**config.mk**
```make
export PLATFORM = sky130hd
export DESIGN_NAME = leonardo_heap_sorter_flat
export DESIGN_NICKNAME = d
export VERILOG_FILES = /design/src/rtl/lhs_pkg.sv /design/src/rtl/lhs_in_if.sv /design/src/rtl/lhs_out_if.sv /design/src/rtl/leonardo_heap_sorter.sv /design/src/rtl/lhs_store.sv /design/src/flat_wrapper.sv
export SDC_FILE = /design/constraint.sdc
export NUM_CORES = 2
export LEC_CHECK = 0
export BUFFER_PORTS_ARGS = -buffer_cell sky130_fd_sc_hd__buf_2
export CORE_ASPECT_RATIO = 0.7
export CORE_MARGIN = 2
export CORE_UTILIZATION = 40
export DETAILED_ROUTE_END_ITERATION = 10
export PLACE_DENSITY = 0.64
export SLEW_MARGIN = 20
export SYNTH_ARGS = -nofsm -noshare
export SYNTH_HDL_FRONTEND = slang
export SYNTH_HIERARCHICAL = 1
export SYNTH_SLANG_ARGS = --single-unit
```
**constraint.sdc**
```tcl
create_clock -name clk -period 7.2 [get_ports clk]
set_input_delay 2.16 -clock clk [delete_from_list [all_inputs] [get_ports clk]]
set_output_delay 2.16 -clock clk [all_outputs]
set_load 0.05 [all_outputs]
```
**src/rtl/lhs_pkg.sv**
```systemverilog
// Types, constants and bitmap helpers for the Leonardo heap sorter.
package lhs_pkg;

    localparam int LEO_DEPTH = 20;
    localparam int ORD_W     = 5;
    localparam int LEO_W     = 16;
    localparam int POS_W     = 18;

    typedef logic [LEO_DEPTH-1:0] map_t;
    typedef logic [ORD_W-1:0]     ord_t;
    typedef logic [LEO_W-1:0]     leo_t;

    localparam leo_t LEO_SIZES [LEO_DEPTH] = '{
        16'd1, 16'd1, 16'd3, 16'd5, 16'd9, 16'd15, 16'd25, 16'd41, 16'd67, 16'd109,
        16'd177, 16'd287, 16'd465, 16'd753, 16'd1219, 16'd1973, 16'd3193, 16'd5167,
        16'd8361, 16'd13529
    };

    typedef enum logic [4:0] {
        ST_LOAD,
        ST_GROW,
        ST_SCHK,
        ST_SRD0,
        ST_SRD1,
        ST_SRD2,
        ST_SCMP,
        ST_SSW,
        ST_SRET,
        ST_FINIT,
        ST_FV,
        ST_FNEXT,
        ST_FCMP,
        ST_XSW1,
        ST_XSW2,
        ST_SHRINK,
        ST_ORD,
        ST_OLD,
        ST_OWAIT
    } state_t;

    typedef struct packed {
        map_t map;
        logic merged;
        ord_t ord;
    } grow_t;

    typedef struct packed {
        logic found;
        ord_t idx;
    } bit_t;

    function automatic leo_t leo(input ord_t o);
        leo_t r;
        r = '0;
        if (int'(o) < LEO_DEPTH)
        begin
            r = LEO_SIZES[o];
        end
        return r;
    endfunction

    function automatic grow_t grow_map(input map_t m);
        grow_t g;
        logic  found;
        ord_t  idx;
        found = 1'b0;
        idx   = '0;
        g.map    = m;
        g.merged = 1'b0;
        g.ord    = '0;
        for (int k = 0; k < LEO_DEPTH - 1; k++)
        begin
            if (!found && m[k] && m[k+1])
            begin
                found = 1'b1;
                idx   = ORD_W'(k);
            end
        end
        if (m[2:0] == 3'b101)
        begin
            g.map    = m + map_t'(3);
            g.merged = 1'b1;
            g.ord    = ORD_W'(3);
        end
        else if (found)
        begin
            g.map    = m + (map_t'(1) << idx);
            g.merged = 1'b1;
            g.ord    = ORD_W'(idx + ORD_W'(2));
        end
        else if (m[0])
        begin
            g.map = m | map_t'(2);
        end
        else
        begin
            g.map = m | map_t'(1);
        end
        return g;
    endfunction

    function automatic bit_t next_set(input map_t m, input ord_t from, input logic incl);
        bit_t b;
        b.found = 1'b0;
        b.idx   = '0;
        for (int k = 0; k < LEO_DEPTH; k++)
        begin
            if (!b.found && m[k] && ((k > int'(from)) || (incl && k == int'(from))))
            begin
                b.found = 1'b1;
                b.idx   = ORD_W'(k);
            end
        end
        return b;
    endfunction

    function automatic map_t shrink_map(input map_t m);
        map_t r;
        bit_t b;
        r = m;
        b = next_set(m, '0, 1'b1);
        if (m[3:0] == 4'b1000)
        begin
            r = m - map_t'(3);
        end
        else if (m[0])
        begin
            r = m[1] ? (m ^ map_t'(2)) : (m ^ map_t'(1));
        end
        else if (b.found)
        begin
            r = m ^ (map_t'(1) << b.idx);
            r = r | (map_t'(1) << (b.idx - ORD_W'(1)));
            if (b.idx >= ORD_W'(2))
            begin
                r = r | (map_t'(1) << (b.idx - ORD_W'(2)));
            end
        end
        return r;
    endfunction

endpackage

```
**src/rtl/lhs_in_if.sv**
```systemverilog
// Input channel: one element per beat.
interface lhs_in_if #(parameter int VALUE_BITS = 32);
    logic                         valid;
    logic                         ready;
    logic signed [VALUE_BITS-1:0] value;
    logic                         is_final;

    modport source (output valid, output value, output is_final, input ready);
    modport sink (input valid, input value, input is_final, output ready);
endinterface

```
**src/rtl/lhs_out_if.sv**
```systemverilog
// Output channel: one sorted element per beat.
interface lhs_out_if #(parameter int VALUE_BITS = 32);
    logic                         valid;
    logic                         ready;
    logic signed [VALUE_BITS-1:0] sorted_value;
    logic                         end_of_run;
    logic                         dropped;

    modport source (output valid, output sorted_value, output end_of_run, output dropped,
                    input ready);
    modport sink (input valid, input sorted_value, input end_of_run, input dropped,
                  output ready);
endinterface

```
**src/rtl/leonardo_heap_sorter.sv**
```systemverilog
// Top level: load, smoothsort in the element store, and emit in order.
//
//  channel | dir | payload                              | beat
//  din     | in  | value, is_final                      | one element
//  dout    | out | sorted_value, end_of_run, dropped    | one sorted element
//
// din is held off from the final beat until the last result is taken.
// Sorting runs on the store's one write and one read port: each sift level
// takes 3 reads and 2 writes, and each heap root scanned takes a read and a
// compare. Each result passes the states ORD, OLD and OWAIT.
// Reset is asynchronous and clears control state only; no clearing pass.
// A stall on dout holds the result register and the whole sequencer.
module leonardo_heap_sorter #(
    parameter int MAX_ITEMS  = 64,
    parameter int VALUE_BITS = 32
) (
    input logic clk,
    input logic rst_n,
    lhs_in_if.sink    din,
    lhs_out_if.source dout
);
    import lhs_pkg::*;

    localparam int AW = (MAX_ITEMS > 1) ? $clog2(MAX_ITEMS) : 1;
    localparam int CW = $clog2(MAX_ITEMS + 1);
    localparam logic [VALUE_BITS-1:0] SIGN = {1'b1, {(VALUE_BITS-1){1'b0}}};

    state_t state_reg, state_next;

    logic [CW-1:0]         cnt_reg, cnt_next;
    map_t                  map_reg, map_next;
    logic                  ovf_reg, ovf_next;
    logic                  ext_reg, ext_next;
    logic [CW-1:0]         i_reg, i_next;
    ord_t                  ord_reg, ord_next;
    ord_t                  nord_reg, nord_next;
    ord_t                  scan_reg, scan_next;
    logic [AW-1:0]         cur_reg, cur_next;
    logic [AW-1:0]         big_reg, big_next;
    logic [AW-1:0]         rgt_reg, rgt_next;
    logic [AW-1:0]         lft_reg, lft_next;
    logic [AW-1:0]         pos_reg, pos_next;
    logic [POS_W-1:0]      root_reg, root_next;
    logic [VALUE_BITS-1:0] vcur_reg, vcur_next;
    logic [VALUE_BITS-1:0] vbig_reg, vbig_next;
    logic [VALUE_BITS-1:0] vi_reg, vi_next;
    logic                  ovalid_reg, ovalid_next;
    logic [VALUE_BITS-1:0] odata_reg, odata_next;
    logic                  oend_reg, oend_next;
    logic                  odrop_reg, odrop_next;

    logic                  we;
    logic [AW-1:0]         waddr, raddr;
    logic [VALUE_BITS-1:0] wdata, rdata;

    logic                  in_beat, room;
    logic [POS_W-1:0]      rgt_s, lft_s;
    grow_t                 grow_r;
    bit_t                  nbit, lbit;
    logic [AW-1:0]         fin_big;
    logic [VALUE_BITS-1:0] fin_vbig;
    ord_t                  fin_nord;

    lhs_store #(.DEPTH(MAX_ITEMS), .WIDTH(VALUE_BITS), .AW(AW)) u_store (
        .clk   (clk),
        .we    (we),
        .waddr (waddr),
        .wdata (wdata),
        .raddr (raddr),
        .rdata (rdata)
    );

    assign din.ready       = (state_reg == ST_LOAD);
    assign in_beat         = din.valid && din.ready;
    assign room            = (cnt_reg < CW'(MAX_ITEMS));
    assign dout.valid      = ovalid_reg;
    assign dout.sorted_value = odata_reg;
    assign dout.end_of_run = oend_reg;
    assign dout.dropped    = odrop_reg;

    assign rgt_s  = POS_W'(cur_reg) - POS_W'(1);
    assign lft_s  = rgt_s - POS_W'(leo(ORD_W'(ord_reg - ORD_W'(2))));
    assign grow_r = grow_map(map_reg);
    assign nbit   = next_set(map_reg, scan_reg, 1'b0);
    assign lbit   = next_set(map_reg, '0, 1'b1);

    always_comb
    begin
        fin_big  = big_reg;
        fin_vbig = vbig_reg;
        fin_nord = nord_reg;
        if (rdata > vbig_reg)
        begin
            fin_big  = lft_reg;
            fin_vbig = rdata;
            fin_nord = ORD_W'(ord_reg - ORD_W'(1));
        end
    end

    always_comb
    begin
        state_next = state_reg;
        unique case (state_reg)
            ST_LOAD:   if (in_beat && din.is_final) state_next = ST_GROW;
            ST_GROW:
            begin
                if (i_reg == cnt_reg)   state_next = ST_FINIT;
                else if (grow_r.merged) state_next = ST_SCHK;
            end
            ST_SCHK:
            begin
                if (ord_reg < ORD_W'(2) || rgt_s[POS_W-1] || lft_s[POS_W-1])
                    state_next = ST_SRET;
                else
                    state_next = ST_SRD0;
            end
            ST_SRD0:   state_next = ST_SRD1;
            ST_SRD1:   state_next = ST_SRD2;
            ST_SRD2:   state_next = ST_SCMP;
            ST_SCMP:   state_next = (fin_big == cur_reg) ? ST_SRET : ST_SSW;
            ST_SSW:    state_next = ST_SCHK;
            ST_SRET:   state_next = ext_reg ? ST_SHRINK : ST_GROW;
            ST_FINIT:  state_next = (map_reg == '0) ? ST_SHRINK : ST_FV;
            ST_FV:     state_next = ST_FNEXT;
            ST_FNEXT:
            begin
                if (!nbit.found || root_reg[POS_W-1])
                    state_next = (pos_reg != i_reg[AW-1:0]) ? ST_XSW1 : ST_SHRINK;
                else
                    state_next = ST_FCMP;
            end
            ST_FCMP:   state_next = ST_FNEXT;
            ST_XSW1:   state_next = ST_XSW2;
            ST_XSW2:   state_next = ST_SCHK;
            ST_SHRINK: state_next = (i_reg == '0) ? ST_ORD : ST_FINIT;
            ST_ORD:    state_next = ST_OLD;
            ST_OLD:    state_next = ST_OWAIT;
            ST_OWAIT:
            begin
                if (dout.ready) state_next = oend_reg ? ST_LOAD : ST_ORD;
            end
            default:   state_next = ST_LOAD;
        endcase
    end

    always_comb
    begin
        cnt_next    = cnt_reg;
        map_next    = map_reg;
        ovf_next    = ovf_reg;
        ext_next    = ext_reg;
        i_next      = i_reg;
        ord_next    = ord_reg;
        nord_next   = nord_reg;
        scan_next   = scan_reg;
        cur_next    = cur_reg;
        big_next    = big_reg;
        rgt_next    = rgt_reg;
        lft_next    = lft_reg;
        pos_next    = pos_reg;
        root_next   = root_reg;
        vcur_next   = vcur_reg;
        vbig_next   = vbig_reg;
        vi_next     = vi_reg;
        ovalid_next = ovalid_reg;
        odata_next  = odata_reg;
        oend_next   = oend_reg;
        odrop_next  = odrop_reg;
        we          = 1'b0;
        waddr       = cur_reg;
        wdata       = vbig_reg;
        raddr       = cur_reg;
        unique case (state_reg)
            ST_LOAD:
            begin
                waddr = cnt_reg[AW-1:0];
                wdata = din.value ^ SIGN;
                if (in_beat)
                begin
                    if (room)
                    begin
                        we       = 1'b1;
                        cnt_next = CW'(cnt_reg + 1'b1);
                    end
                    else
                    begin
                        ovf_next = 1'b1;
                    end
                    if (din.is_final)
                    begin
                        i_next   = '0;
                        ext_next = 1'b0;
                        map_next = '0;
                    end
                end
            end
            ST_GROW:
            begin
                if (i_reg == cnt_reg)
                begin
                    ext_next = 1'b1;
                    i_next   = CW'(cnt_reg - 1'b1);
                end
                else
                begin
                    map_next = grow_r.map;
                    if (grow_r.merged)
                    begin
                        ord_next = grow_r.ord;
                        cur_next = i_reg[AW-1:0];
                    end
                    else
                    begin
                        i_next = CW'(i_reg + 1'b1);
                    end
                end
            end
            ST_SCHK:
            begin
                rgt_next = rgt_s[AW-1:0];
                lft_next = lft_s[AW-1:0];
            end
            ST_SRD0:
            begin
                raddr = cur_reg;
            end
            ST_SRD1:
            begin
                raddr     = rgt_reg;
                vcur_next = rdata;
            end
            ST_SRD2:
            begin
                raddr = lft_reg;
                if (rdata > vcur_reg)
                begin
                    big_next  = rgt_reg;
                    vbig_next = rdata;
                    nord_next = ORD_W'(ord_reg - ORD_W'(2));
                end
                else
                begin
                    big_next  = cur_reg;
                    vbig_next = vcur_reg;
                    nord_next = ord_reg;
                end
            end
            ST_SCMP:
            begin
                big_next  = fin_big;
                vbig_next = fin_vbig;
                nord_next = fin_nord;
                if (fin_big != cur_reg)
                begin
                    we    = 1'b1;
                    waddr = cur_reg;
                    wdata = fin_vbig;
                end
            end
            ST_SSW:
            begin
                we       = 1'b1;
                waddr    = big_reg;
                wdata    = vcur_reg;
                cur_next = big_reg;
                ord_next = nord_reg;
            end
            ST_SRET:
            begin
                if (!ext_reg)
                begin
                    i_next = CW'(i_reg + 1'b1);
                end
            end
            ST_FINIT:
            begin
                raddr     = i_reg[AW-1:0];
                scan_next = lbit.idx;
                ord_next  = lbit.idx;
                pos_next  = i_reg[AW-1:0];
                root_next = POS_W'(i_reg) - POS_W'(leo(lbit.idx));
            end
            ST_FV:
            begin
                vbig_next = rdata;
                vi_next   = rdata;
            end
            ST_FNEXT:
            begin
                raddr     = root_reg[AW-1:0];
                scan_next = nbit.idx;
            end
            ST_FCMP:
            begin
                if (rdata > vbig_reg)
                begin
                    pos_next  = root_reg[AW-1:0];
                    vbig_next = rdata;
                    ord_next  = scan_reg;
                end
                root_next = root_reg - POS_W'(leo(scan_reg));
            end
            ST_XSW1:
            begin
                we    = 1'b1;
                waddr = i_reg[AW-1:0];
                wdata = vbig_reg;
            end
            ST_XSW2:
            begin
                we       = 1'b1;
                waddr    = pos_reg;
                wdata    = vi_reg;
                cur_next = pos_reg;
            end
            ST_SHRINK:
            begin
                map_next = shrink_map(map_reg);
                if (i_reg != '0)
                begin
                    i_next = CW'(i_reg - 1'b1);
                end
            end
            ST_ORD:
            begin
                raddr = i_reg[AW-1:0];
            end
            ST_OLD:
            begin
                ovalid_next = 1'b1;
                odata_next  = rdata ^ SIGN;
                oend_next   = (i_reg == CW'(cnt_reg - 1'b1));
                odrop_next  = ovf_reg;
            end
            ST_OWAIT:
            begin
                if (dout.ready)
                begin
                    ovalid_next = 1'b0;
                    if (oend_reg)
                    begin
                        cnt_next = '0;
                        map_next = '0;
                        ovf_next = 1'b0;
                    end
                    else
                    begin
                        i_next = CW'(i_reg + 1'b1);
                    end
                end
            end
            default:
            begin
                we = 1'b0;
            end
        endcase
    end

    always_ff @(posedge clk or negedge rst_n)
    begin
        if (!rst_n)
        begin
            state_reg  <= ST_LOAD;
            cnt_reg    <= '0;
            map_reg    <= '0;
            ovf_reg    <= 1'b0;
            ext_reg    <= 1'b0;
            i_reg      <= '0;
            ovalid_reg <= 1'b0;
        end
        else
        begin
            state_reg  <= state_next;
            cnt_reg    <= cnt_next;
            map_reg    <= map_next;
            ovf_reg    <= ovf_next;
            ext_reg    <= ext_next;
            i_reg      <= i_next;
            ovalid_reg <= ovalid_next;
        end
    end

    always_ff @(posedge clk)
    begin
        ord_reg   <= ord_next;
        nord_reg  <= nord_next;
        scan_reg  <= scan_next;
        cur_reg   <= cur_next;
        big_reg   <= big_next;
        rgt_reg   <= rgt_next;
        lft_reg   <= lft_next;
        pos_reg   <= pos_next;
        root_reg  <= root_next;
        vcur_reg  <= vcur_next;
        vbig_reg  <= vbig_next;
        vi_reg    <= vi_next;
        odata_reg <= odata_next;
        oend_reg  <= oend_next;
        odrop_reg <= odrop_next;
    end

endmodule

```
**src/rtl/lhs_store.sv**
```systemverilog
// Element store: one write port, one registered read port.
module lhs_store #(
    parameter int DEPTH = 64,
    parameter int WIDTH = 32,
    parameter int AW    = 6
) (
    input  logic             clk,
    input  logic             we,
    input  logic [AW-1:0]    waddr,
    input  logic [WIDTH-1:0] wdata,
    input  logic [AW-1:0]    raddr,
    output logic [WIDTH-1:0] rdata
);

    logic [WIDTH-1:0] mem [DEPTH];

    always_ff @(posedge clk)
    begin
        if (we)
        begin
            mem[waddr] <= wdata;
        end
        rdata <= mem[raddr];
    end

endmodule

```
**src/flat_wrapper.sv**
```systemverilog
// flat-port wrapper written by rule: the top's interface ports become plain ports
module leonardo_heap_sorter_flat import lhs_pkg::*;
#(
    parameter int MAX_ITEMS  = 64,
    parameter int VALUE_BITS = 32
)
  (clk, rst_n, din_valid, din_value, din_is_final, din_ready, dout_valid, dout_sorted_value, dout_end_of_run, dout_dropped, dout_ready);
  lhs_in_if #(.VALUE_BITS(VALUE_BITS)) din_i ();
  lhs_out_if #(.VALUE_BITS(VALUE_BITS)) dout_i ();
  input logic clk;
  input logic rst_n;
  input wire logic [$bits(din_i.valid)-1:0] din_valid;
  input wire logic [$bits(din_i.value)-1:0] din_value;
  input wire logic [$bits(din_i.is_final)-1:0] din_is_final;
  output wire logic [$bits(din_i.ready)-1:0] din_ready;
  output wire logic [$bits(dout_i.valid)-1:0] dout_valid;
  output wire logic [$bits(dout_i.sorted_value)-1:0] dout_sorted_value;
  output wire logic [$bits(dout_i.end_of_run)-1:0] dout_end_of_run;
  output wire logic [$bits(dout_i.dropped)-1:0] dout_dropped;
  input wire logic [$bits(dout_i.ready)-1:0] dout_ready;
  assign din_i.valid = din_valid;
  assign din_i.value = din_value;
  assign din_i.is_final = din_is_final;
  assign din_ready = din_i.ready;
  assign dout_valid = dout_i.valid;
  assign dout_sorted_value = dout_i.sorted_value;
  assign dout_end_of_run = dout_i.end_of_run;
  assign dout_dropped = dout_i.dropped;
  assign dout_i.ready = dout_ready;
  leonardo_heap_sorter #(.MAX_ITEMS(MAX_ITEMS), .VALUE_BITS(VALUE_BITS)) u_core (.clk(clk), .rst_n(rst_n), .din(din_i), .dout(dout_i));
endmodule
```
==> impl_metrics.env <==
export IMPL_layout_drive_gt1_share_pct=22.6
export IMPL_synth_nets=5747
export IMPL_cts_htree_levels=4
export IMPL_viasPerCell=6.13
export IMPL_stdcell_count=9204
export IMPL_placed_cell_area_um2=104000
export IMPL_cts_resized=0
export IMPL_setup_violations=0
export IMPL_worstMarginPinSlew_ps=1220
export IMPL_largest_register="u_core/u_store/mem"
export IMPL_fin_crit_sh_pct=90.8
export IMPL_netlist_area_um2=98100
export IMPL_nets=5997
export IMPL_yosys_register_bits=2315
export IMPL_crit_path_start_kind="flop"
export IMPL_fillers=20600
export IMPL_synth_cell_types=100
export IMPL_pin_count=73
export IMPL_critical_path_required_ps=7830
export IMPL_ys_warnings_count=6
export IMPL_cts_tree="yes"
export IMPL_syn_area_per_cell_um2=17.7
export IMPL_grt_usage_pct=22.3
export IMPL_max_freq_mhz=153
export IMPL_slowest_delay_ps=570
export IMPL_wl_per_cell_um=30.6
export IMPL_status="completed"
export IMPL_synth_ff_type="edfxtp_1"
export IMPL_core_um2=244000
export IMPL_drt_iter0_drc=9005
export IMPL_synth_edf_count=2241
export IMPL_placed_cells=8821
export IMPL_antenna_found_initial=23
export IMPL_critical_path_arrival_ps=7170
export IMPL_die_area_um2=249000
export IMPL_ant_nets=0
export IMPL_crit_path_top_delay_cell="dfrtp_1"
export IMPL_slew_limit_headroom_pct=18.8
export IMPL_hpwlAfterDp_um=179000
export IMPL_timing_setup_tns_ps=0
export IMPL_layout_commonest_cell="edfxtp_1"
export IMPL_portBuffers=72
export IMPL_grt_pass1_wl_um=400000
export IMPL_die_h_um=418
export IMPL_crit_top_cell="inv_1"
export IMPL_clk_latency_ps=880
export IMPL_min_path_type="flop to flop"
export IMPL_max_cap_violations=0
export IMPL_final_cell_mix="2241 x edfxtp_1, 544 x mux4_2, 250 x nand2_1, 241 x nor2_1, 239 x buf_4"
export IMPL_critical_path_max_fanout=15
export IMPL_rsz0062_at_grt="no"
export IMPL_cts_buffers=215
export IMPL_rows=152
export IMPL_async_reset_ff_share_pct=1.81
export IMPL_ctsRootBufferMaster="clkbuf_16"
export IMPL_grt_max_degree=72
export IMPL_gp_congestion=0.953
export IMPL_path_class="flop to flop"
export IMPL_hold_slack_ps=552
export IMPL_via_count=56400
export IMPL_finalHoldViolCount=0
export IMPL_die_width_um=596
export IMPL_hold_buffers=0
export IMPL_final_max_slew_viol_count=0
export IMPL_end_kind="flop"
export IMPL_drc_errors=0
export IMPL_largest_register_ffs=2048
export IMPL_overflow=0
export IMPL_syn_inst=5555
export IMPL_postCtsSetupBuffers=0
export IMPL_grt_pass1_vias=53300
export IMPL_area_delta_synth_final_pct=13.1
export IMPL_fin_crit_ps=6540
export IMPL_start_util_pct=40.1
export IMPL_clockBufferDepth=4
export IMPL_drt_first_pass_iters=6
export IMPL_fin_skew_ps=81.7
export IMPL_crit_chain="inv_1 -> ha_1 -> nor4b_1 -> nand4_1 -> a2bb2oi_1 -> o311a_1 -> nor3_4 -> inv_1 -> ha_1 -> nand2_1 -> o31a_1 -> o22ai_1 -> inv_1 -> fa_1 -> nor2b_1 -> o21ai_0 -> a21boi_0 -> o21ai_0 -> a21boi_0 -> o21ai_1 -> or3_1 -> o21ai_2 -> o21ai_1"
export IMPL_wl_um=282000
export IMPL_ys_seq_area_share_pct=70.4
export IMPL_clk_pin_slew_worst_paths_ps=70
export IMPL_final_area_um2=111000
export IMPL_clock_sinks=2315
==> worst paths after layout <==
check	to	start	slack, ps	cells after the start
min reg2reg	u_core/vcur_reg[13]$_DFFE_PN_	u_core/u_store/rdata[13]$_DFF_P_	550	0
max reg2reg	u_core/root_reg[16]$_DFFE_PN_	u_core/map_reg[1]$_DFFE_PN0P_	660	23
min in group asynchronous	u_core/map_reg[14]$_DFFE_PN0P_	rst_n	1390	2
min	u_core/vcur_reg[13]$_DFFE_PN_	u_core/u_store/rdata[13]$_DFF_P_	550	0
max in group asynchronous	u_core/cnt_reg[2]$_DFFE_PN0P_	rst_n	5320	2
max	u_core/root_reg[16]$_DFFE_PN_	u_core/map_reg[1]$_DFFE_PN0P_	660	23
==> area by class of cell <==
class                           count  area [um2]  area share, %
Sequential cell                  2315       69000           62.2
Multi-Input combinational cell   2776       27900           25.2
Clock buffer                      265        5640           5.09
Tap cell                         3234        4050           3.65
Timing Repair Buffer              347        2900           2.61
Clock inverter                    115         862          0.777
Inverter                          150         563          0.508
Antenna cell                        2        5.00        0.00451
==> metrics by stage <==
stage / worst slack, ps / utilization [%]
6_report: 659 / 45.4
5_1_grt: 260 / 45.4
4_1_cts: 792 / 45.3
3_5_place_dp: 835 / 42.7
3_3_place_gp: 1050 / 42.6
2_1_floorplan: 1100 / -
==> worst max-delay path, delay by kind of cell, from the launching register on <==
family	cells	cell delay, ps
adder cells (fa/ha/maj)	3	1300
flip-flops	1	570
AND/OR/NAND/NOR	6	1870
AO/OA/AOI/OAI	11	1980
buffers and inverters	3	550
==> synth_stat cells, types with 13 or more instances <==
cell type  number  area, um2
edfxtp_1     2241      67300
mux4_2        544      12300
nor2_1        307       1150
nand2_1       250        938
a21oi_1       206       1030
clkbuf_1      174        653
ha_1          151       1890
inv_1         147        552
o21ai_0       143        716
mux2i_1       114       1140
o22ai_1        91        569
nor3_1         79        395
nand3_1        74        370
buf_2          72        360
a221o_1        68        681
xnor2_1        64        561
and2_1         45        282
xor2_1         44        385
dfrtp_1        42       1050
a222oi_1       38        380
a31oi_1        37        231
nor2b_1        36        225
a22oi_1        34        255
buf_1          34        128
o221ai_1       33        289
dfxtp_1        32        641
nand4_1        31        194
buf_4          25        188
nor4_1         25        156
nand2b_1       23        144
or3_1          23        144
a21o_1         21        158
and3_1         21        131
o21a_1         18        135
o31ai_1        15        113
a211oi_1       14        105
a21boi_0       13       97.6
nand3b_1       13       97.6
o211ai_1       13       97.6
==> logic make-up (layout without fill, tap and decap cells) <==
| logic type | count (synthesis) | after routing | share of synthesized area, % |
|---|---|---|---|
| mux | 670 | 670 | 13.8 |
| flops | 2315 | 2315 | 70.4 |
| other cells | 1 | 3 | 0.00382 |
| fa+ha+maj | 155 | 155 | 2.01 |
| buf+inv | 464 | 877 | 2.03 |
| simple gates | 981 | 981 | 4.82 |
| compound gates | 861 | 861 | 6.02 |
| xor+xnor | 108 | 108 | 0.965 |
==> routing by layer <==
metal  wire (um)  part of all wire (%)  GRT usage (%)  up-vias
met4        6540                   2.3           4.82        6
li1            -                     -              -    23100
met5          46                 0.016              0        -
met2      116000                    41           30.2     3578
met3       39500                    14           6.70      381
met1      120000                    43           34.8    29300
Power is left out: the tool's default activity adds up to more than one toggle a clock period on the data nets, which glitch-free logic cannot reach.
